## src/design/zero_crossing_rate_detector_assert.svh

```systemverilog
// Assertion macros shared by the zero crossing rate detector RTL
`ifndef ZERO_CROSSING_RATE_DETECTOR_ASSERT_SVH
`define ZERO_CROSSING_RATE_DETECTOR_ASSERT_SVH

// Same-cycle implication, disabled during reset
`define ZCRD_ASSERT_IMP(name, clk, rstn, ante, cons, msg) \
    name: assert property (@(posedge clk) disable iff (!rstn) (ante) |-> (cons)) \
        else $error(msg);

// Next-cycle implication, disabled during reset
`define ZCRD_ASSERT_NXT(name, clk, rstn, ante, cons, msg) \
    name: assert property (@(posedge clk) disable iff (!rstn) (ante) |=> (cons)) \
        else $error(msg);

`endif

```

## src/design/zcrd_ram.sv

```systemverilog
// Generic single-write, single-read RAM with registered read data
`default_nettype none

module zcrd_ram #(
    parameter int WIDTH = 32,
    parameter int DEPTH = 16
) (
    input  logic                     clk,
    input  logic                     we,
    input  logic [$clog2(DEPTH)-1:0] waddr,
    input  logic [WIDTH-1:0]         wdata,
    input  logic [$clog2(DEPTH)-1:0] raddr,
    output logic [WIDTH-1:0]         rdata
);

    logic [WIDTH-1:0] mem [DEPTH];

    always_ff @(posedge clk) begin
        if (we) begin
            mem[waddr] <= wdata;
        end
        rdata <= mem[raddr];
    end

endmodule

`default_nettype wire

```

## config.mk

```make
export PLATFORM = sky130hd
export DESIGN_NAME = zcrd_ram
export DESIGN_NICKNAME = d
export VERILOG_FILES = /design/src/design/zero_crossing_rate_detector_assert.svh /design/src/design/zcrd_ram.sv
export SDC_FILE = /design/constraint.sdc
export NUM_CORES = 1
export LEC_CHECK = 0
export BUFFER_PORTS_ARGS = -buffer_cell sky130_fd_sc_hd__buf_4
export CORE_AREA = 2 2 178 180
export CTS_BUF_LIST = sky130_fd_sc_hd__clkbuf_16
export CTS_CLUSTER_SIZE = 25
export DETAILED_ROUTE_END_ITERATION = 7
export DIE_AREA = 0 0 180 182
export PLACE_DENSITY_LB_ADDON = 0.08
export SKIP_LAST_GASP = 1
export SLEW_MARGIN = 0
export SYNTH_ARGS = -nofsm -noshare
export SYNTH_HDL_FRONTEND = slang
export SYNTH_SLANG_ARGS = --single-unit
```

## constraint.sdc

```tcl
create_clock -name clk -period 8.3 [get_ports clk]
set_clock_uncertainty 0.05 [all_clocks]
set_input_delay 1.245 -clock clk [delete_from_list [all_inputs] [get_ports clk]]
set_output_delay 1.245 -clock clk [all_outputs]
set_load 0.01 [all_outputs]
```

# Word level (Yosys, flattened, before mapping)
# Memory sizes are Yosys's and may differ from the RTL's. A register that Yosys moved wholly into a read port is not among the register bits.
# Cells that the tools add are included.
# Widths: inputs -> output; s select.
dict set report word_totals {
  reg_bits 0
  n_memories 1
  mem_bits_rw 512
  input_bits 42
  out_inout_bits 32
}
# memory depth width read_ports rd_clocked_by_memory_dff write_ports line
set memory_table {}
lappend memory_table {mem 16 32 1 1 1 zcrd_ram.sv:16} ;# logic [WIDTH-1:0] mem [DEPTH];
dict set report classes {
  mux 2
}
# operator count
set ops {}
lappend ops {{$mux 1} 2}

# Logic depth before layout (Yosys ltp)
dict set report depth {
  depth_word 2
  mapped_depth 5
  mapped_depth_nobuf 3
}

# Worst setup path before layout
# OpenSTA, ideal clock, no wires.
dict set report synth_timing {
  kind {input to register}
  from {input port waddr[2]}
  to {memory mem[0][0] (enable)}
  required_time_ps 7789
  setup_ps 461
  arrival_time_ps 3963
  setup_slack_ps 3825
  path_stages 2
  path_cell_list {or3b_2 -> nor3_1}
}
# item line
set synth_lines {}
lappend synth_lines {{start, declared} zcrd_ram.sv:10} ;# input logic [$clog2(DEPTH)-1:0] waddr,
lappend synth_lines {{end, declared} zcrd_ram.sv:16}
# Straight into the memory's write port.

==> metrics.txt <==
status completed; Synth Warn # 0; Post-Synthesis Mean Instance Area 23.7 um^2; worst-margin pin slew 1040 ps; RSZ-0062 raised after global routing false; CTS max path bufs 3; Synth Cell Area 19900 um^2; total grt overflow 0; Clock transition at path regs 60 ps; Core Region 31000 um^2; GP Congestion 0.726; sequential area share after synthesis 80.7%; critical-path cell list buf_4 > buf_4 > mux4_2 > a22oi_1 > nand2_1; grt met3 use 4.39%; Final #Nets 987; final worst slack 5030 ps; initial antenna violation count 0; TritonCTS clock tree built; total chip power 5.47 mW; GRT met2 Usage 41.2%; DRT Pass-1 Iters 5; Vias/cell 6.58; Tcrit/Tclk final 39.4%; critical path's most frequent cell buf_4; Root Buffer clkbuf_16; share of Yosys cell area claimed by the top area cell type 77.4%; layout cells sized above 1 31.5%; Die H 182 um; Worst path slowest cell buf_4; leakage 7.31 nW; CP Capture Type flip-flop; Inst Count DP 1293; H-tree lvl count 2; VDD IR max 0.187 mV; postcts setup bufs 0; Num CTS Buffers 52; r2r endpoint rdata[4]; busiest grt layer met2; dominant cell type by area after synthesis edfxtp_1; slowest cell delay on critical path 930 ps; Synth area leaders edfxtp_1 77%, mux4_2 15%, dfxtp_1 3.2%; met1 global-route usage 38.1%; Setup TNS 0 ps; hold_sp mem[15][3]; worst reg-to-reg path cell count 3; vias 9126; Slew headroom 30.7%; maxcap violations 0; Synth Register Bits 544; Syn Inst Count 838; Pwr Density 243 nW/um^2; global-route wire length before repair 60.5 mm; FP Rows 65; Hold Buf Count CTS 0; post-place setup slack 4490 ps; Area Growth Syn to Fin 13.3%; # port buffers 73; worst hold-check path type flip-flop to flip-flop; non-filler instance count after layout 1387; initial core utilization 64.1%; WP data arrival 3670 ps; Crit Path Max Fanout 69; Startpoint Class input port; overall global routing resource usage 25.6%; Top delay family on crit path buffers and inverters; Final setup viols 0; n_diodes 0; fmax 0.306 GHz; remaining antenna violation count 0; WP depth 5; Endpoint, Worst Hold rdata[3]; iteration-0 DRC count of the detailed router 1020; DR WL/cell 29.6 um; WP data required 8700 ps; Boundary Pins 74; Yosys cell types 18; Max Slew Vio Count 0; WS Path Type input port to flip-flop; vias in the first global route 9314; post-CTS resize count 0; drt total wl 41.0 mm; commonest non-fill, non-tap cell in the layout edfxtp_1; commonest cells after routing, fill and taps aside 512 x edfxtp_1, 128 x mux4_2, 95 x buf_4; die width 180 um; worst r2r src mem[2][4]; Sink Count 544; Final Hold Fails 0; syn nets 880; Cells on Worst Hold Path 3; worst skew pair latency 570 ps; critical path buffer and inverter count 2; DRC viols 0; r2r setup slk 6900 ps; largest net degree at the start of global routing 70; die area 32800 um^2; fin crit period 3270 ps; post-route core utilization 72.6%; DP HPWL 18.9 mm
==> where the power goes <==
group / switching [mW] / leakage (nW) / internal (mW) / total (mW)
Combinational: 0.158 / 1.61 / 0.123 / 0.281
Clock: 0.944 / 0.813 / 1.15 / 2.09
Sequential: 0.0200 / 4.89 / 3.07 / 3.09
==> kinds of logic after synthesis <==
logic type / Yosys count / share of synthesized area, %
AO/OA/AOI/OAI: 64 / 2.42
buffers and inverters: 43 / 1.12
flip-flops: 544 / 80.7
multiplexers: 128 / 14.5
AND/OR/NAND/NOR: 59 / 1.27
==> registers in the layout, summed over array words and instances (netlist names) <==
signal and count:
mem 512, rdata 32
==> worst max-delay path by stage <==
stage                         from        end  slack [ps]
after floorplan           waddr[2]  mem[0][0]        3830
after global placement    raddr[0]  rdata[14]        4580
after detailed placement  raddr[1]  rdata[25]        4490
after CTS                 raddr[1]  rdata[10]        5070
after global routing      raddr[0]   rdata[9]        4890
final                     raddr[1]  rdata[25]        5030
==> cell type report <==
class / instances / area, um^2
multi-input combinational: 251 / 3750
tap: 402 / 503
clock buffer: 53 / 1330
fill: 1714 / 8480
timing repair buffer: 96 / 727
sequential: 544 / 16000
clock inverter: 41 / 183
==> worst register-to-register path, cell delays in order (launching register included) <==
cell and delay [ps]:
edfxtp_1 380, mux4_2 470, a22oi_1 260, nand2_1 120
==> layer usage <==
metal,part of all wire (%),vias to the layer above
li1,-,3777
met1,40,4857
met2,50,439
met3,8.8,53
met4,1.4,0
met5,0,-
==> synthesized netlist by cell type <==
cell      instances
nor3_1            4
buf_6             2
nor2_1           13
nand2b_1          2
a22oi_1          64
nor2b_1           2
buf_4            11
nand3b_1          2
buf_1             9
mux4_2          128
edfxtp_1        512
nand2_1          33
nand3_1           1
or3b_2            1
and2_1            1
clkbuf_1         17
buf_2             4
dfxtp_1          32
==> metrics by stage <==
step / area [um^2] / hold WS [ps]
finish: 22500 / 613
global route: 22500 / 644
CTS: 22500 / 618
detailed placement: 21000 / 608
global placement: 21000 / 600
floorplan: 19900 / 585
No activity file was read; power rests on OpenSTA's default activity.
