--- config.mk ---
export PLATFORM = sky130hd
export DESIGN_NAME = zcrd_apb_regs
export DESIGN_NICKNAME = d
export VERILOG_FILES = /design/src/design/zero_crossing_rate_detector_assert.svh /design/src/design/zcrd_pkg.sv /design/src/design/zcrd_apb_regs.sv
export SDC_FILE = /design/constraint.sdc
export NUM_CORES = 1
export LEC_CHECK = 0
export ABC_AREA = 1
export BUFFER_PORTS_ARGS = -buffer_cell sky130_fd_sc_hd__buf_2
export CAP_MARGIN = 20
export CORE_UTILIZATION = 52
export DETAILED_ROUTE_END_ITERATION = 8
export MAX_ROUTING_LAYER = met4
export PLACE_DENSITY = 0.85
export SETUP_SLACK_MARGIN = 0.02
export SYNTH_ARGS = -nofsm -noshare
export SYNTH_HDL_FRONTEND = slang
export SYNTH_SLANG_ARGS = --single-unit
--- constraint.sdc ---
create_clock -name aclk -period 1.9 [get_ports aclk]
set_input_delay 0.19 -clock aclk [delete_from_list [all_inputs] [get_ports aclk]]
set_output_delay 0.19 -clock aclk [all_outputs]
set_load 0.05 [all_outputs]
--- src/design/zero_crossing_rate_detector_assert.svh ---
// Assertion macros shared by the zero crossing rate detector RTL
`ifndef ZERO_CROSSING_RATE_DETECTOR_ASSERT_SVH
`define ZERO_CROSSING_RATE_DETECTOR_ASSERT_SVH

// Same-cycle implication, disabled during reset
`define ZCRD_ASSERT_IMP(name, clk, rstn, ante, cons, msg) \
    name: assert property (@(posedge clk) disable iff (!rstn) (ante) |-> (cons)) \
        else $error(msg);

// Next-cycle implication, disabled during reset
`define ZCRD_ASSERT_NXT(name, clk, rstn, ante, cons, msg) \
    name: assert property (@(posedge clk) disable iff (!rstn) (ante) |=> (cons)) \
        else $error(msg);

`endif

--- src/design/zcrd_pkg.sv ---
// Shared constants, types and ring pointer helpers of the zero crossing rate detector
`default_nettype none

package zcrd_pkg;

    // Channel and storage sizing
    localparam int CHAN_W      = 4;
    localparam int CHANNELS    = 1 << CHAN_W;
    localparam int MAX_EVENTS  = 64;
    localparam int EV_PTR_W    = (MAX_EVENTS > 1) ? $clog2(MAX_EVENTS) : 1;
    localparam int FILL_W      = $clog2(MAX_EVENTS + 1);
    localparam int EV_DEPTH    = CHANNELS << EV_PTR_W;
    localparam int EV_ADDR_W   = CHAN_W + EV_PTR_W;

    // Field widths
    localparam int SAMPLE_BITS = 24;
    localparam int CLK_W       = 32;
    localparam int HYST_W      = SAMPLE_BITS - 1;
    localparam int WIN_W       = CLK_W - 1;
    localparam int SCALE_W     = 24;
    localparam int COUNT_W     = 7;
    localparam int RATE_W      = 30;
    localparam int CROSS_W     = 2;

    // Register port
    localparam int APB_ADDR_W  = 4;
    localparam int APB_DATA_W  = 32;
    localparam int REG_IDX_W   = APB_ADDR_W - 2;

    localparam logic [REG_IDX_W-1:0] REG_HYST   = 2'd0;
    localparam logic [REG_IDX_W-1:0] REG_WINDOW = 2'd1;
    localparam logic [REG_IDX_W-1:0] REG_SCALE  = 2'd2;

    localparam logic [HYST_W-1:0]  HYST_RESET   = '0;
    localparam logic [WIN_W-1:0]   WINDOW_RESET = 31'd256;
    localparam logic [SCALE_W-1:0] SCALE_RESET  = 24'd3932160;

    // Crossing codes
    localparam logic signed [CROSS_W-1:0] CROSS_NONE = 2'sb00;
    localparam logic signed [CROSS_W-1:0] CROSS_RISE = 2'sb01;
    localparam logic signed [CROSS_W-1:0] CROSS_FALL = 2'sb11;

    // Per-channel state word held in the channel memory
    typedef struct packed {
        logic signed [SAMPLE_BITS-1:0] prev;
        logic                          pol;
        logic [CLK_W-1:0]              clk;
        logic [EV_PTR_W-1:0]           head;
        logic [FILL_W-1:0]             fill;
    } chan_state_t;

    localparam int CHAN_STATE_W = $bits(chan_state_t);

    typedef struct packed {
        logic [HYST_W-1:0]  hysteresis;
        logic [WIN_W-1:0]   window;
        logic [SCALE_W-1:0] scale;
    } cfg_t;

    // Outcome of one update step for the item in the execute stage
    typedef struct packed {
        chan_state_t                 next;
        logic signed [CROSS_W-1:0]   crossing;
        logic                        ovf;
        logic [COUNT_W-1:0]          count;
        logic [RATE_W-1:0]           rate;
        logic                        drain;
        logic [EV_PTR_W-1:0]         drain_head;
        logic [FILL_W-1:0]           drain_fill;
        logic                        ev_we;
        logic [EV_PTR_W-1:0]         ev_slot;
        logic [CLK_W-1:0]            ev_time;
    } step_out_t;

    // Ring pointer plus one, wrapping at MAX_EVENTS
    function automatic logic [EV_PTR_W-1:0] ptr_inc(input logic [EV_PTR_W-1:0] p);
        logic [EV_PTR_W:0] s;
        s = {1'b0, p} + (EV_PTR_W + 1)'(1);
        if (s >= (EV_PTR_W + 1)'(MAX_EVENTS)) begin
            s = '0;
        end
        return s[EV_PTR_W-1:0];
    endfunction

    // Ring pointer plus an offset below MAX_EVENTS
    function automatic logic [EV_PTR_W-1:0] ptr_add(input logic [EV_PTR_W-1:0] p,
                                                     input logic [FILL_W-1:0] f);
        logic [EV_PTR_W:0] s;
        s = {1'b0, p} + (EV_PTR_W + 1)'(f);
        if (s >= (EV_PTR_W + 1)'(MAX_EVENTS)) begin
            s = s - (EV_PTR_W + 1)'(MAX_EVENTS);
        end
        return s[EV_PTR_W-1:0];
    endfunction

endpackage

`default_nettype wire

--- src/design/zcrd_apb_regs.sv ---
// Configuration register file behind the APB-style port
`default_nettype none

module zcrd_apb_regs (
    input  logic                            aclk,
    input  logic                            aresetn,
    input  logic                            psel,
    input  logic                            penable,
    input  logic                            pwrite,
    input  logic [zcrd_pkg::APB_ADDR_W-1:0] paddr,
    input  logic [zcrd_pkg::APB_DATA_W-1:0] pwdata,
    output logic [zcrd_pkg::APB_DATA_W-1:0] prdata,
    output logic                            pready,
    output zcrd_pkg::cfg_t                  cfg,
    output logic                            window_wr
);

    import zcrd_pkg::*;

    logic [HYST_W-1:0]    hysteresis_reg;
    logic [WIN_W-1:0]     window_reg;
    logic [SCALE_W-1:0]   scale_reg;
    logic                 wr_en;
    logic [REG_IDX_W-1:0] reg_idx;

    assign pready  = 1'b1;
    assign reg_idx = paddr[APB_ADDR_W-1:2];
    assign wr_en   = psel && penable && pwrite;

    // Register writes
    always_ff @(posedge aclk) begin
        if (!aresetn) begin
            hysteresis_reg <= HYST_RESET;
            window_reg     <= WINDOW_RESET;
            scale_reg      <= SCALE_RESET;
        end else if (wr_en) begin
            unique case (reg_idx)
                REG_HYST:   hysteresis_reg <= pwdata[HYST_W-1:0];
                REG_WINDOW: window_reg     <= pwdata[WIN_W-1:0];
                REG_SCALE:  scale_reg      <= pwdata[SCALE_W-1:0];
                default: ;
            endcase
        end
    end

    // Read mux
    always_comb begin
        unique case (reg_idx)
            REG_HYST:   prdata = APB_DATA_W'(hysteresis_reg);
            REG_WINDOW: prdata = APB_DATA_W'(window_reg);
            REG_SCALE:  prdata = APB_DATA_W'(scale_reg);
            default:    prdata = '0;
        endcase
    end

    // A new window may leave several stored crossings stale on any channel
    assign window_wr = wr_en && (reg_idx == REG_WINDOW);

    assign cfg.hysteresis = hysteresis_reg;
    assign cfg.window     = window_reg;
    assign cfg.scale      = scale_reg;

endmodule

`default_nettype wire

* After elaboration in Yosys (flattened, before gate mapping)
Index checks and enable logic that the tools add are counted.
** Cells by class
- Eq/ne operators :: 2
- Mux-type cells :: 1
- Reduce and logical (&&, ||, !) cells :: 7
** Operator list (number)
- one-hot mux 31 bit (3 select lines) :: 1
- AND reduction 2 bit :: 3
- logical AND 1 bit :: 3
- == test 2 x 1 -> 1 bit (second input constant) :: 1
- == test 2 bit (second input constant) :: 1
- zero test 2 bit :: 1
** Word-level totals
- Bits in registers :: 78
- Bits of input ports :: 41
- Output and inout port bits :: 112
- Word-level logic and storage cells :: 13

* Longest topological paths before layout
- Depth after elaboration :: 3
- Mapped depth :: 7
- Depth with buffers taken out :: 5

* Worst setup path after synthesis
Ideal clock, no wire load.
- Path kind :: reg-to-output
- Start :: reg window_reg[24]
- End :: out prdata[24] in the netlist's numbering
- Arrival time :: 1379 ps
- Required time :: 1710 ps
- Setup slack :: 331 ps
- Stages on the path, launching flop included :: 3
- Path buffers :: 0
- Cell sequence :: dfxtp_1 > inv_1 > nor2_1
** Between the ends
- Longest elaborated chain between the ends :: 1
** RTL lines
- start: declaration :: RTL line zcrd_apb_regs.sv:21 : logic [WIN_W-1:0] window_reg;
- start signal: assignment :: RTL line zcrd_apb_regs.sv:39 : REG_WINDOW: window_reg <= pwdata[WIN_W-1:0];
- one-hot mux 31 bit (3 select lines) :: RTL line zcrd_apb_regs.sv:48 : unique case (reg_idx)
- end: declaration :: RTL line zcrd_apb_regs.sv:12 : output logic [zcrd_pkg::APB_DATA_W-1:0] prdata,
Every way passes these cells.

* Final worst setup path
- Start :: in paddr[2] in the netlist's numbering
- End :: out prdata[3] in the netlist's numbering
** Between the ends
- Longest elaborated chain between the ends :: 2
- Elaborated cells on any way between the ends :: 4
- Classes of those cells :: 2 x eq/ne; 1 x mux; 1 x reduce/logical
** RTL lines
- start: declaration :: RTL line zcrd_apb_regs.sv:10 : input logic [zcrd_pkg::APB_ADDR_W-1:0] paddr,
- == test 2 bit, or another cell as far along :: RTL line zcrd_apb_regs.sv:48
- one-hot mux 31 bit (3 select lines) * :: RTL line zcrd_apb_regs.sv:48
Every way passes the cells marked *; elsewhere a longest branch is shown, timed or not.

==> metrics <==
Worst Path Class, Setup primary input to output pin; Filler Cells Inserted 643; critical-path cell list buf_2, inv_2, nor2_4, buf_4, nand2_1, nand3_1, buf_2; Hold Startpoint pwdata[19]; Hold Crit Depth 3; CTS Sinks 78; synth top area cells dfxtp_1, nand2_1, nor2_1; FFs w/ async S/R, synth 0%; multiplexer share of the synthesized area 0%; largest family of logic cells by synthesized area simple AND/OR/NAND/NOR gates; I/O pin cnt 153; outcome finished clean; post-place setup slack 0.395 ns; Seq/Total Area, Yosys 41.7%; routability cong. a little over 0.8; RSZ-0062 raised after global routing false; TritonCTS clock tree built; fin area around 0.0046 mm2; Core Area around 0.007 mm2; Crit path top cell by count buf_2; Pleak 2.44 nW; FF+latch area around 0.0016 mm2; initial antenna violation count 0; Pwr Density between 700 and 800 mW/mm2; Yosys top cell area share a little over two fifths; count of cell types in the netlist 16; first-pass GRT wire length 16400 um; Final min period roughly 1.5 ns; wirelength, routed around 10000 um; Slowest-stage cell, CP buf_4; NumNets Final around 760; routed len/inst 12.3 um; Max-cap violations 0; xor and xnor area share after synthesis 0%; Max Freq 660 MHz; Synth Warn # 0; CTS clk-pin slew, worst paths approximately 0.070 ns; VDD IR max 366 uV; Die Wd between 80 and 90 um; largest net degree at the start of global routing ~80; Post-Synth Simple-Gate Area a little under half; total track usage 28.5%; CP required around 1.7 ns; initial core utilization between 50% and 60%; Longest Clk Path Bufs 2; syn_nets ~620; CP max stage delay 0.30 ns; clock root buffer clkbuf_8; Post-CTS Hold Buffers 0; r2r endpoint scale_reg[15]; area delta synth->final 23.7%; Seq cells post-synth about 80; final setup fails 0; area of the multi-input gates 0.00178 mm2; drt pass-1 iters 4; R2R cell count 2; crit start category primary input; Die Area 0.00755 mm2; DP Wirelength between 6000 and 7000 um; FF-to-FF Start scale_reg[15]; Post-Synthesis Cells 582; fraction of layout cells with a size suffix above 1 about a quarter; setup TNS 0 ns; final hold slack a little over 0.08 ns; DR vias between 4000 and 5000; R2R Setup Slk between 1 and 1.5 ns; dominant synthesized flop cell dfxtp_1; Worst-Skew Late Latency approximately 0.33 ns; CP Max Fanout 25; die height 86.9 um; Post-synth top cells nand2_1, nor2_1, nand3_1, dfxtp_1, inv_1; I/O Buffers 147; post-synthesis compound-gate area fraction less than 1%; final core utilization 67.5%; Largest register FFs 31; drt first-iter violations around 190; global route overflow 0; Hold Violations, Final 0; biggest area consumer among synthesized cells dfxtp_1; top-count cell post-synth nand2_1; fin worst setup slack 0.385 ns; # DRC 0; vias per cell 4.96; CTS resizes 0; critical path endpoint category output pin; CTS buffer count 9; Hold EP scale_reg[19]; met2 wire len 4970 um; post-CTS setup repair buffer count 0; Antenna Diode Count 0; metal3 WL 697 um; syn_area_per_cell between 6 and 7 um2; number of global-route vias before repair around 3700; Layout Skew 0 ns; synthesized cell area 0.00375 mm2; Critical Path AT between 1 and 1.5 ns; antenna viol nets, final 0; EDFF count, synth 0; Slew Limit Fails 0; Post-Synth Adder-Cell Area 0%; Area after DPL ~0.0045 mm2; min-delay worst type primary input to flop; # rows 30; M1 wire length 4220 um; Top Layer Used met4; htree depth 3; fin crit share roughly 80%; Worst Setup SP paddr[2]
how the worst max path moves through the flow:
stage / to / slack (ns) / depth (start not counted)
after floorplan: prdata[24] / 0.33 / 2
after global placement: prdata[2] / 0.42 / 7
after detailed placement: prdata[3] / 0.39 / 7
after CTS: prdata[3] / 0.39 / 7
after global routing: prdata[11] / 0.30 / 7
final: prdata[3] / 0.39 / 7
power by group:
group          internal [W]  switching (W)
registers           0.00167      0.0000289
clock network      0.000493       0.000533
logic              0.000148       0.000419
stage by stage:
stage / power, W / cells
floorplan: 0.00216 / 582
global placement: 0.00229 / 799
detailed placement: 0.00230 / 799
CTS: 0.00332 / 813
global route: 0.00343 / 813
finish: 0.00329 / 813
routing by layer:
layer | track usage, % | vias to the layer above
li1 | - | 2038
met1 | 32.9 | 1828
met2 | 49.2 | 158
met3 | 4.27 | 11
met4 | 12.3 | 0
met5 | - | -
cells in the final DEF, fill, tap and decap left out:
master and count:
nand2_1 158, nor2_2 1, nand3_1 102, nor2_4 6
nor2_1 153, inv_2 2, buf_2 147, dfxtp_1 78
inv_1 39, conb_1 2, clkbuf_1 2, clkinv_2 2
o21ai_0 1, nand2_4 1, buf_4 10, clkbuf_8 10
buf_12 3
critical path, delay by kind of cell:
family | cells | cell delay (ns)
buffers and inverters | 4 | 0.82
AND/OR/NAND/NOR | 3 | 0.30
kinds of logic (layout without fill, tap and decap cells):
family,count (synthesis),count (layout)
AOI/OAI and AO/OA,1,1
buffers and inverters,80,215
DFF,78,78
other,2,2
and+or+nand+nor,421,421
layout make-up:
type,instances,area share (%)
clock buffer,12,3.13
inverter,41,3.32
multi-input combinational,424,38.3
tap,96,2.59
sequential,78,33.7
clock inverter,2,0.216
timing repair buffer,160,18.8
(Power assumes the default switching activity.)
