## src/design/zero_crossing_rate_detector_assert.svh

```systemverilog
// Assertion macros shared by the zero crossing rate detector RTL
`ifndef ZERO_CROSSING_RATE_DETECTOR_ASSERT_SVH
`define ZERO_CROSSING_RATE_DETECTOR_ASSERT_SVH

// Same-cycle implication, disabled during reset
`define ZCRD_ASSERT_IMP(name, clk, rstn, ante, cons, msg) \
    name: assert property (@(posedge clk) disable iff (!rstn) (ante) |-> (cons)) \
        else $error(msg);

// Next-cycle implication, disabled during reset
`define ZCRD_ASSERT_NXT(name, clk, rstn, ante, cons, msg) \
    name: assert property (@(posedge clk) disable iff (!rstn) (ante) |=> (cons)) \
        else $error(msg);

`endif

```

## src/design/zcrd_pkg.sv

```systemverilog
// Shared constants, types and ring pointer helpers of the zero crossing rate detector
`default_nettype none

package zcrd_pkg;

    // Channel and storage sizing
    localparam int CHAN_W      = 4;
    localparam int CHANNELS    = 1 << CHAN_W;
    localparam int MAX_EVENTS  = 64;
    localparam int EV_PTR_W    = (MAX_EVENTS > 1) ? $clog2(MAX_EVENTS) : 1;
    localparam int FILL_W      = $clog2(MAX_EVENTS + 1);
    localparam int EV_DEPTH    = CHANNELS << EV_PTR_W;
    localparam int EV_ADDR_W   = CHAN_W + EV_PTR_W;

    // Field widths
    localparam int SAMPLE_BITS = 24;
    localparam int CLK_W       = 32;
    localparam int HYST_W      = SAMPLE_BITS - 1;
    localparam int WIN_W       = CLK_W - 1;
    localparam int SCALE_W     = 24;
    localparam int COUNT_W     = 7;
    localparam int RATE_W      = 30;
    localparam int CROSS_W     = 2;

    // Register port
    localparam int APB_ADDR_W  = 4;
    localparam int APB_DATA_W  = 32;
    localparam int REG_IDX_W   = APB_ADDR_W - 2;

    localparam logic [REG_IDX_W-1:0] REG_HYST   = 2'd0;
    localparam logic [REG_IDX_W-1:0] REG_WINDOW = 2'd1;
    localparam logic [REG_IDX_W-1:0] REG_SCALE  = 2'd2;

    localparam logic [HYST_W-1:0]  HYST_RESET   = '0;
    localparam logic [WIN_W-1:0]   WINDOW_RESET = 31'd256;
    localparam logic [SCALE_W-1:0] SCALE_RESET  = 24'd3932160;

    // Crossing codes
    localparam logic signed [CROSS_W-1:0] CROSS_NONE = 2'sb00;
    localparam logic signed [CROSS_W-1:0] CROSS_RISE = 2'sb01;
    localparam logic signed [CROSS_W-1:0] CROSS_FALL = 2'sb11;

    // Per-channel state word held in the channel memory
    typedef struct packed {
        logic signed [SAMPLE_BITS-1:0] prev;
        logic                          pol;
        logic [CLK_W-1:0]              clk;
        logic [EV_PTR_W-1:0]           head;
        logic [FILL_W-1:0]             fill;
    } chan_state_t;

    localparam int CHAN_STATE_W = $bits(chan_state_t);

    typedef struct packed {
        logic [HYST_W-1:0]  hysteresis;
        logic [WIN_W-1:0]   window;
        logic [SCALE_W-1:0] scale;
    } cfg_t;

    // Outcome of one update step for the item in the execute stage
    typedef struct packed {
        chan_state_t                 next;
        logic signed [CROSS_W-1:0]   crossing;
        logic                        ovf;
        logic [COUNT_W-1:0]          count;
        logic [RATE_W-1:0]           rate;
        logic                        drain;
        logic [EV_PTR_W-1:0]         drain_head;
        logic [FILL_W-1:0]           drain_fill;
        logic                        ev_we;
        logic [EV_PTR_W-1:0]         ev_slot;
        logic [CLK_W-1:0]            ev_time;
    } step_out_t;

    // Ring pointer plus one, wrapping at MAX_EVENTS
    function automatic logic [EV_PTR_W-1:0] ptr_inc(input logic [EV_PTR_W-1:0] p);
        logic [EV_PTR_W:0] s;
        s = {1'b0, p} + (EV_PTR_W + 1)'(1);
        if (s >= (EV_PTR_W + 1)'(MAX_EVENTS)) begin
            s = '0;
        end
        return s[EV_PTR_W-1:0];
    endfunction

    // Ring pointer plus an offset below MAX_EVENTS
    function automatic logic [EV_PTR_W-1:0] ptr_add(input logic [EV_PTR_W-1:0] p,
                                                     input logic [FILL_W-1:0] f);
        logic [EV_PTR_W:0] s;
        s = {1'b0, p} + (EV_PTR_W + 1)'(f);
        if (s >= (EV_PTR_W + 1)'(MAX_EVENTS)) begin
            s = s - (EV_PTR_W + 1)'(MAX_EVENTS);
        end
        return s[EV_PTR_W-1:0];
    endfunction

endpackage

`default_nettype wire

```

## src/design/zcrd_step.sv

```systemverilog
// Per-item update: crossing test, window expiry, event store append and rate
`default_nettype none

module zcrd_step (
    input  zcrd_pkg::chan_state_t                state_in,
    input  logic                                 first_in,
    input  logic signed [zcrd_pkg::SAMPLE_BITS-1:0] sample_in,
    input  logic [zcrd_pkg::CLK_W-1:0]           head_time,
    input  zcrd_pkg::cfg_t                       cfg,
    input  logic                                 dirty,
    output zcrd_pkg::step_out_t                  step_out
);

    import zcrd_pkg::*;

    chan_state_t                   st_eff;
    logic signed [SAMPLE_BITS:0]   prev_x;
    logic signed [SAMPLE_BITS:0]   samp_x;
    logic signed [SAMPLE_BITS:0]   hyst_p;
    logic signed [SAMPLE_BITS:0]   hyst_n;
    logic                          fall;
    logic                          rise;
    logic [CLK_W-1:0]              now1;
    logic [CLK_W-1:0]              age;
    logic                          exp1;
    logic                          small_win;
    logic                          store_ok;
    logic [EV_PTR_W-1:0]           head1;
    logic [EV_PTR_W-1:0]           head2;
    logic [FILL_W-1:0]             fill1;
    logic [FILL_W-1:0]             fill2;
    logic [FILL_W+SCALE_W-1:0]     product;

    // Restart clears the channel before the sample is used
    always_comb begin
        st_eff = state_in;
        if (first_in) begin
            st_eff.prev = '0;
            st_eff.pol  = ~sample_in[SAMPLE_BITS-1];
            st_eff.clk  = '0;
            st_eff.head = '0;
            st_eff.fill = '0;
        end
    end

    // Hysteresis compare on one extra bit so -hysteresis always fits
    assign prev_x = $signed({st_eff.prev[SAMPLE_BITS-1], st_eff.prev});
    assign samp_x = $signed({sample_in[SAMPLE_BITS-1], sample_in});
    assign hyst_p = $signed({2'b00, cfg.hysteresis});
    assign hyst_n = -hyst_p;

    assign fall = st_eff.pol && (prev_x > hyst_n) && (samp_x < hyst_n);
    assign rise = !st_eff.pol && (prev_x < hyst_p) && (samp_x > hyst_p);

    // Head expiry; ages are modulo 2^32
    assign now1 = st_eff.clk + CLK_W'(1);
    assign age  = now1 - head_time;
    assign exp1 = (st_eff.fill != '0) && (age >= {1'b0, cfg.window});

    assign head1 = exp1 ? ptr_inc(st_eff.head) : st_eff.head;
    assign fill1 = st_eff.fill - FILL_W'(exp1);

    // A window of zero or one expires a new crossing on the sample that made it
    assign small_win = (cfg.window <= WIN_W'(1));
    assign store_ok  = rise && (fill1 < FILL_W'(MAX_EVENTS));

    always_comb begin
        head2 = head1;
        fill2 = fill1;
        if (store_ok && small_win) begin
            head2 = ptr_inc(head1);
        end else if (store_ok) begin
            fill2 = fill1 + FILL_W'(1);
        end
    end

    assign product = (FILL_W + SCALE_W)'(fill2) * (FILL_W + SCALE_W)'(cfg.scale);

    always_comb begin
        step_out.next.prev  = sample_in;
        step_out.next.pol   = fall ? 1'b0 : (rise ? 1'b1 : st_eff.pol);
        step_out.next.clk   = now1;
        step_out.next.head  = head2;
        step_out.next.fill  = fill2;
        step_out.crossing   = fall ? CROSS_FALL : (rise ? CROSS_RISE : CROSS_NONE);
        step_out.ovf        = rise && !store_ok;
        step_out.count      = COUNT_W'(fill2);
        step_out.rate       = product[RATE_W-1:0];
        // after a window change more than one entry may be stale: walk them
        step_out.drain      = dirty && !first_in && exp1 && (fill1 != '0);
        step_out.drain_head = head1;
        step_out.drain_fill = fill1;
        step_out.ev_we      = store_ok;
        step_out.ev_slot    = ptr_add(head1, fill1);
        step_out.ev_time    = st_eff.clk;
    end

endmodule

`default_nettype wire

```

## config.mk

```make
export PLATFORM = sky130hd
export DESIGN_NAME = zcrd_step
export DESIGN_NICKNAME = d
export VERILOG_FILES = /design/src/design/zero_crossing_rate_detector_assert.svh /design/src/design/zcrd_pkg.sv /design/src/design/zcrd_step.sv
export SDC_FILE = /design/constraint.sdc
export NUM_CORES = 1
export LEC_CHECK = 0
export BUFFER_PORTS_ARGS = -buffer_cell sky130_fd_sc_hd__buf_2
export CORE_MARGIN = 1
export CORE_UTILIZATION = 50
export DETAILED_ROUTE_END_ITERATION = 6
export GPL_TIMING_DRIVEN = 1
export PLACE_DENSITY = 0.81
export RECOVER_POWER = 50
export SETUP_SLACK_MARGIN = 0.2
export SYNTH_ARGS = -nofsm -noshare
export SYNTH_HDL_FRONTEND = slang
export SYNTH_SLANG_ARGS = --single-unit
export TNS_END_PERCENT = 1
```

## constraint.sdc

```tcl
create_clock -name vclk -period 19.4
set_input_delay 3.88 -clock vclk [all_inputs]
set_output_delay 3.88 -clock vclk [all_outputs]
set_load 0.05 [all_outputs]
```

# [After elaboration in Yosys (flattened, before gate mapping)]
# Cells that the tools add are included.
[totals] regBits=0 inputBits=206 word_cells=49 out_inout_bits=163
[op_classes] add_sub_neg=9 n_reduce_logical=16 n_mul=1 muxes=12 n_bitwise=1 order_cmp=10
[op_table] op="70-bit 2-to-1 mux" count=1
[op_table] op="32-bit by 1-bit adder with 32-bit output, second input constant" count=1
[op_table] op="32-bit by 31-bit >= comparator with 1-bit output" count=1
[op_table] op="32-bit subtractor" count=1
[op_table] op="31-bit by 1-bit <= comparator with 1-bit output, second input constant" count=1
[op_table] op="7-bit by 24-bit multiplier with 30-bit output" count=1
[op_table] op="6-bit 2-to-1 mux" count=5
[op_table] op="24-bit by 25-bit > comparator with 1-bit output" count=1
[op_table] op="24-bit by 25-bit less-than comparator with 1-bit output" count=1
[op_table] op="23-bit negator with 25-bit output" count=1
[op_table] op="24-bit > comparator" count=1
[op_table] op="24-bit less-than comparator" count=1
[op_table] op="7-bit >= comparator, second input constant" count=3
[op_table] op="6-bit by 1-bit adder with 7-bit output, second input constant" count=2
[op_table] op="7-bit 2-to-1 mux" count=2
[op_table] op="7-bit nonzero test" count=2
[op_table] op="1-bit logical AND" count=11
[op_table] op="6-bit by 7-bit adder with 7-bit output" count=1
[op_table] op="7-bit by 1-bit adder with 7-bit output, second input constant" count=1
[op_table] op="7-bit less-than comparator, second input constant" count=1
[op_table] op="7-bit by 1-bit subtractor with 7-bit output" count=1
[op_table] op="6-bit by 1-bit subtractor with 6-bit output, second input constant" count=1
[op_table] op="1-bit logical NOT" count=3
[op_table] op="1-bit 2-to-1 mux" count=3
[op_table] op="2 further kinds" count=2

# [Logic depth before layout (Yosys ltp)]
[depth] word_depth=12 ltp_mapped=63 mapped_depth_nobuf=57

# [Worst setup path before layout]
# Ideal clock, no wire load.
[synth_path] path_kind="input port to output port" start="input port first_in" end="output port step_out[81] (netlist bit)" required_time_ns=15.520 stages=61 setup_slack_ns=-4.225 t_arrival_ns=19.745 path_buffers=6 path_cell_list="buf_6 buf_2 buf_1 clkbuf_1 clkbuf_1 nor2b_1 ha_1 nand3_1 nor3_1 and2_1 and4_1 nor3b_1 nand3_1 xnor2_1 ha_1 nand2_1 a21oi_1 a221oi_1 [25 not listed] fa_1 fa_1 inv_1 fa_1 inv_1 fa_1 inv_1 ha_1 or3_1 a21oi_1 o31ai_1 a221o_1 nor4_1 a21oi_1 a2111oi_0 o21bai_1 a21oi_1 xnor2_1"
[synth_rtl] element="start: declaration" line="zcrd_step.sv:6" text="input logic first_in,"
[synth_rtl] element="end: declaration" line="zcrd_step.sv:11" text="output zcrd_pkg::step_out_t step_out"

==> results_dict.tcl <==
set metrics [dict create \
    outcome "complete, but fails checks" \
    violations "setup timing" \
    syn_to_final_growth_pct 31.40 \
    cts_hold_buf 0 \
    grt_max_degree 39 \
    dieArea_um2 25130 \
    dp.final_hpwl_um 36970 \
    crit_slowest_cell "fa_1" \
    place_inst 2412 \
    wl_um 41700 \
    combPwrFrac_pct 100.0 \
    routabilityCongestion 1.025 \
    setup_viol 1 \
    peakVddDrop_mv 0.3212 \
    slew_headroom_pct 26.63 \
    final_nets 2637 \
    final_antenna_net_count 0 \
    syn_area_um2 12250 \
    intPower_mw 0.7907 \
    ys_seq_area_share_pct 0 \
    grtUsageTotal_pct 32.70 \
    seq_power_share_pct 0 \
    vias 13170 \
    drive_gt1_share_pct 26.57 \
    dpl_worst_slack_ns -0.3859 \
    die_y_um 158.5 \
    crit_path_max_fanout 10 \
    start_kind "primary input" \
    grt_overflow 0 \
    ys_warn_count 0 \
    rsz0062_at_grt "true" \
    crit_path_end_kind "output pin" \
    total_leakage_power_nw 8.881 \
    worst_pin_slew_ns 1.092 \
    layoutNonFillerInstCount 2427 \
    fmaxAchievable_mhz 51.54 \
    slew_viol_final 0 \
    fin_ws_ns -0.003782 \
    seq_area_um2 0 \
    period_share_pct 100.0 \
    first_pass_iters 5 \
    hold_viol 0 \
    fillCellCount 2054 \
    powerDensity_nw_per_um2 130.6 \
    fin_crit_ns 19.40 \
    final_common_cell "inv_1" \
    clkPwrFrac_pct 0 \
    path_class "primary input to output pin" \
    fp.dieW_um 158.5 \
    required_ns 15.52 \
    antenna_found_initial 9 \
    drt-vias-per-instance 5.427 \
    ys_types 77 \
    rows 56 \
    critical_path.most_common_cell "ha_4" \
    cap_violations 0 \
    portBuffers 369 \
    start_util_pct 51.57 \
    syn_area_per_cell_um2 7.446 \
    io_pins 369 \
    drc 0 \
    synthCells 1645 \
    max_stage_delay_ns 0.53 \
    final_cell_mix "304 x inv_1, 280 x buf_2, 198 x ha_1" \
    cp_data_arrival_time_ns 15.52 \
    switching_power_mw 1.311 \
    switching_share_pct 62.37 \
    clock_buffers 0 \
    wl_per_cell_um 17.18 \
    drt_iter0_drc 652 \
    syn-num-nets 2176 \
    grt_first_pass_wirelength_um 64970 \
    grt_pass1_vias 13320 \
    coreArea_um2 23750 \
    nFlopsAndLatches 0 \
    hold_path.class "primary input to output pin" \
]
## stage by stage
stage	setup TNS [ns]	power, mW	util [%]	hold slack, ns	instance area, um^2
after detailed placement	-2.010	1.940	66.47	8.066	15790
after global routing	-4.437	2.279	67.75	8.153	16090
final	-0.003782	2.101	67.76	8.150	16100
after CTS	0	1.983	67.15	8.066	15950
after global placement	-0.2563	1.893	66.47	8.062	15790
after floorplan	-14.19	1.428	-	7.903	12940
## power groups by stage
stage	Sequential (mW)	Combinational, mW	Clock (mW)
6_report	0	2.10	0.0000000276
5_1_grt	0	2.28	0.0000000207
4_1_cts	0	1.98	0
3_5_place_dp	0	1.94	0
3_3_place_gp	0	1.89	0
2_1_floorplan	0	1.43	0
## routing by layer
layer / vias up / part of all wire, % / global-route usage (%)
li1: 6368 / - / -
met1: 6179 / 41 / 40.85
met2: 505 / 48 / 57.37
met3: 109 / 6.0 / 3.375
met4: 10 / 4.7 / 13.14
met5: - / 0.15 / 0
## area by class of cell
class                      instances  area [um^2]  share of cell area, %
multi-input combinational       1280        11540                  71.71
timing repair buffer             517         2988                  18.56
inverter                         307         1156                  7.183
tap                              319        399.1                  2.480
antenna                            4        10.01                0.06219
## synthesized netlist by cell type, types with 2 or more instances
cell / count / area, um^2
nor3_1: 27 / 135.1
ha_1: 215 / 2690
o21ai_1: 4 / 20.02
nand3_1: 37 / 185.2
o2bb2ai_1: 2 / 17.52
a21boi_0: 4 / 30.03
a21o_1: 57 / 427.9
mux2_2: 3 / 33.78
o21ai_0: 45 / 225.2
nand4_1: 30 / 187.7
fa_1: 110 / 2202
nor4b_1: 2 / 17.52
o21a_1: 20 / 150.1
nor2b_1: 71 / 444.2
nor2_1: 66 / 247.7
a31oi_1: 3 / 18.77
a211o_1: 4 / 35.03
o211ai_1: 10 / 75.07
mux2i_1: 3 / 30.03
o21bai_1: 14 / 105.1
a41o_1: 3 / 30.03
a2111oi_0: 6 / 52.55
a211oi_1: 8 / 60.06
nor4_1: 18 / 112.6
o311ai_0: 3 / 26.28
or3_1: 4 / 25.02
clkbuf_1: 22 / 82.58
a221oi_1: 4 / 35.03
nand4b_1: 4 / 35.03
a21oi_1: 81 / 405.4
nand3b_1: 3 / 22.52
buf_4: 33 / 247.7
nor3b_1: 2 / 15.01
and4_1: 6 / 52.55
o31ai_1: 3 / 22.52
xnor2_1: 84 / 735.7
inv_1: 307 / 1152
xor2_1: 33 / 289.0
nand2b_1: 9 / 56.30
o31a_1: 2 / 17.52
and2_1: 66 / 412.9
and3_1: 16 / 100.1
nand2_1: 167 / 626.9
## worst max-delay path, delay by kind of cell
family | cells | cell delay [ns]
fa+ha+maj | 11 | 3.74
compound gates | 16 | 3.39
simple gates | 19 | 3.01
buf+inv | 9 | 0.99
xor+xnor | 2 | 0.28
mux | 1 | 0.18
## repair_timing
| action | in CTS | in global routing |
|---|---|---|
| hold endpoints to repair | 0 | 0 |
| gates resized for setup | 32 | 48 |
| endpoints found under the setup margin | 13 | 15 |
| pin swaps | 25 | 23 |
| buffers inserted | 4 | 7 |
## path summary, 6_finish.rpt
path,startpoint,to,slack [ns],cells after the start
setup / recovery,first_in,step_out[82],-0.004,58
hold / removal,sample_in[0],step_out[139],8.15,2
## cells by family after synthesis
kind of cell	synth area share (%)
AOI/OAI and AO/OA	15.73
muxes	0.6435
xor gates and xnor gates	8.499
adders and majority gates	40.02
and+or+nand+nor	22.84
buffers and inverters	12.27
(Power assumes the default switching activity.)
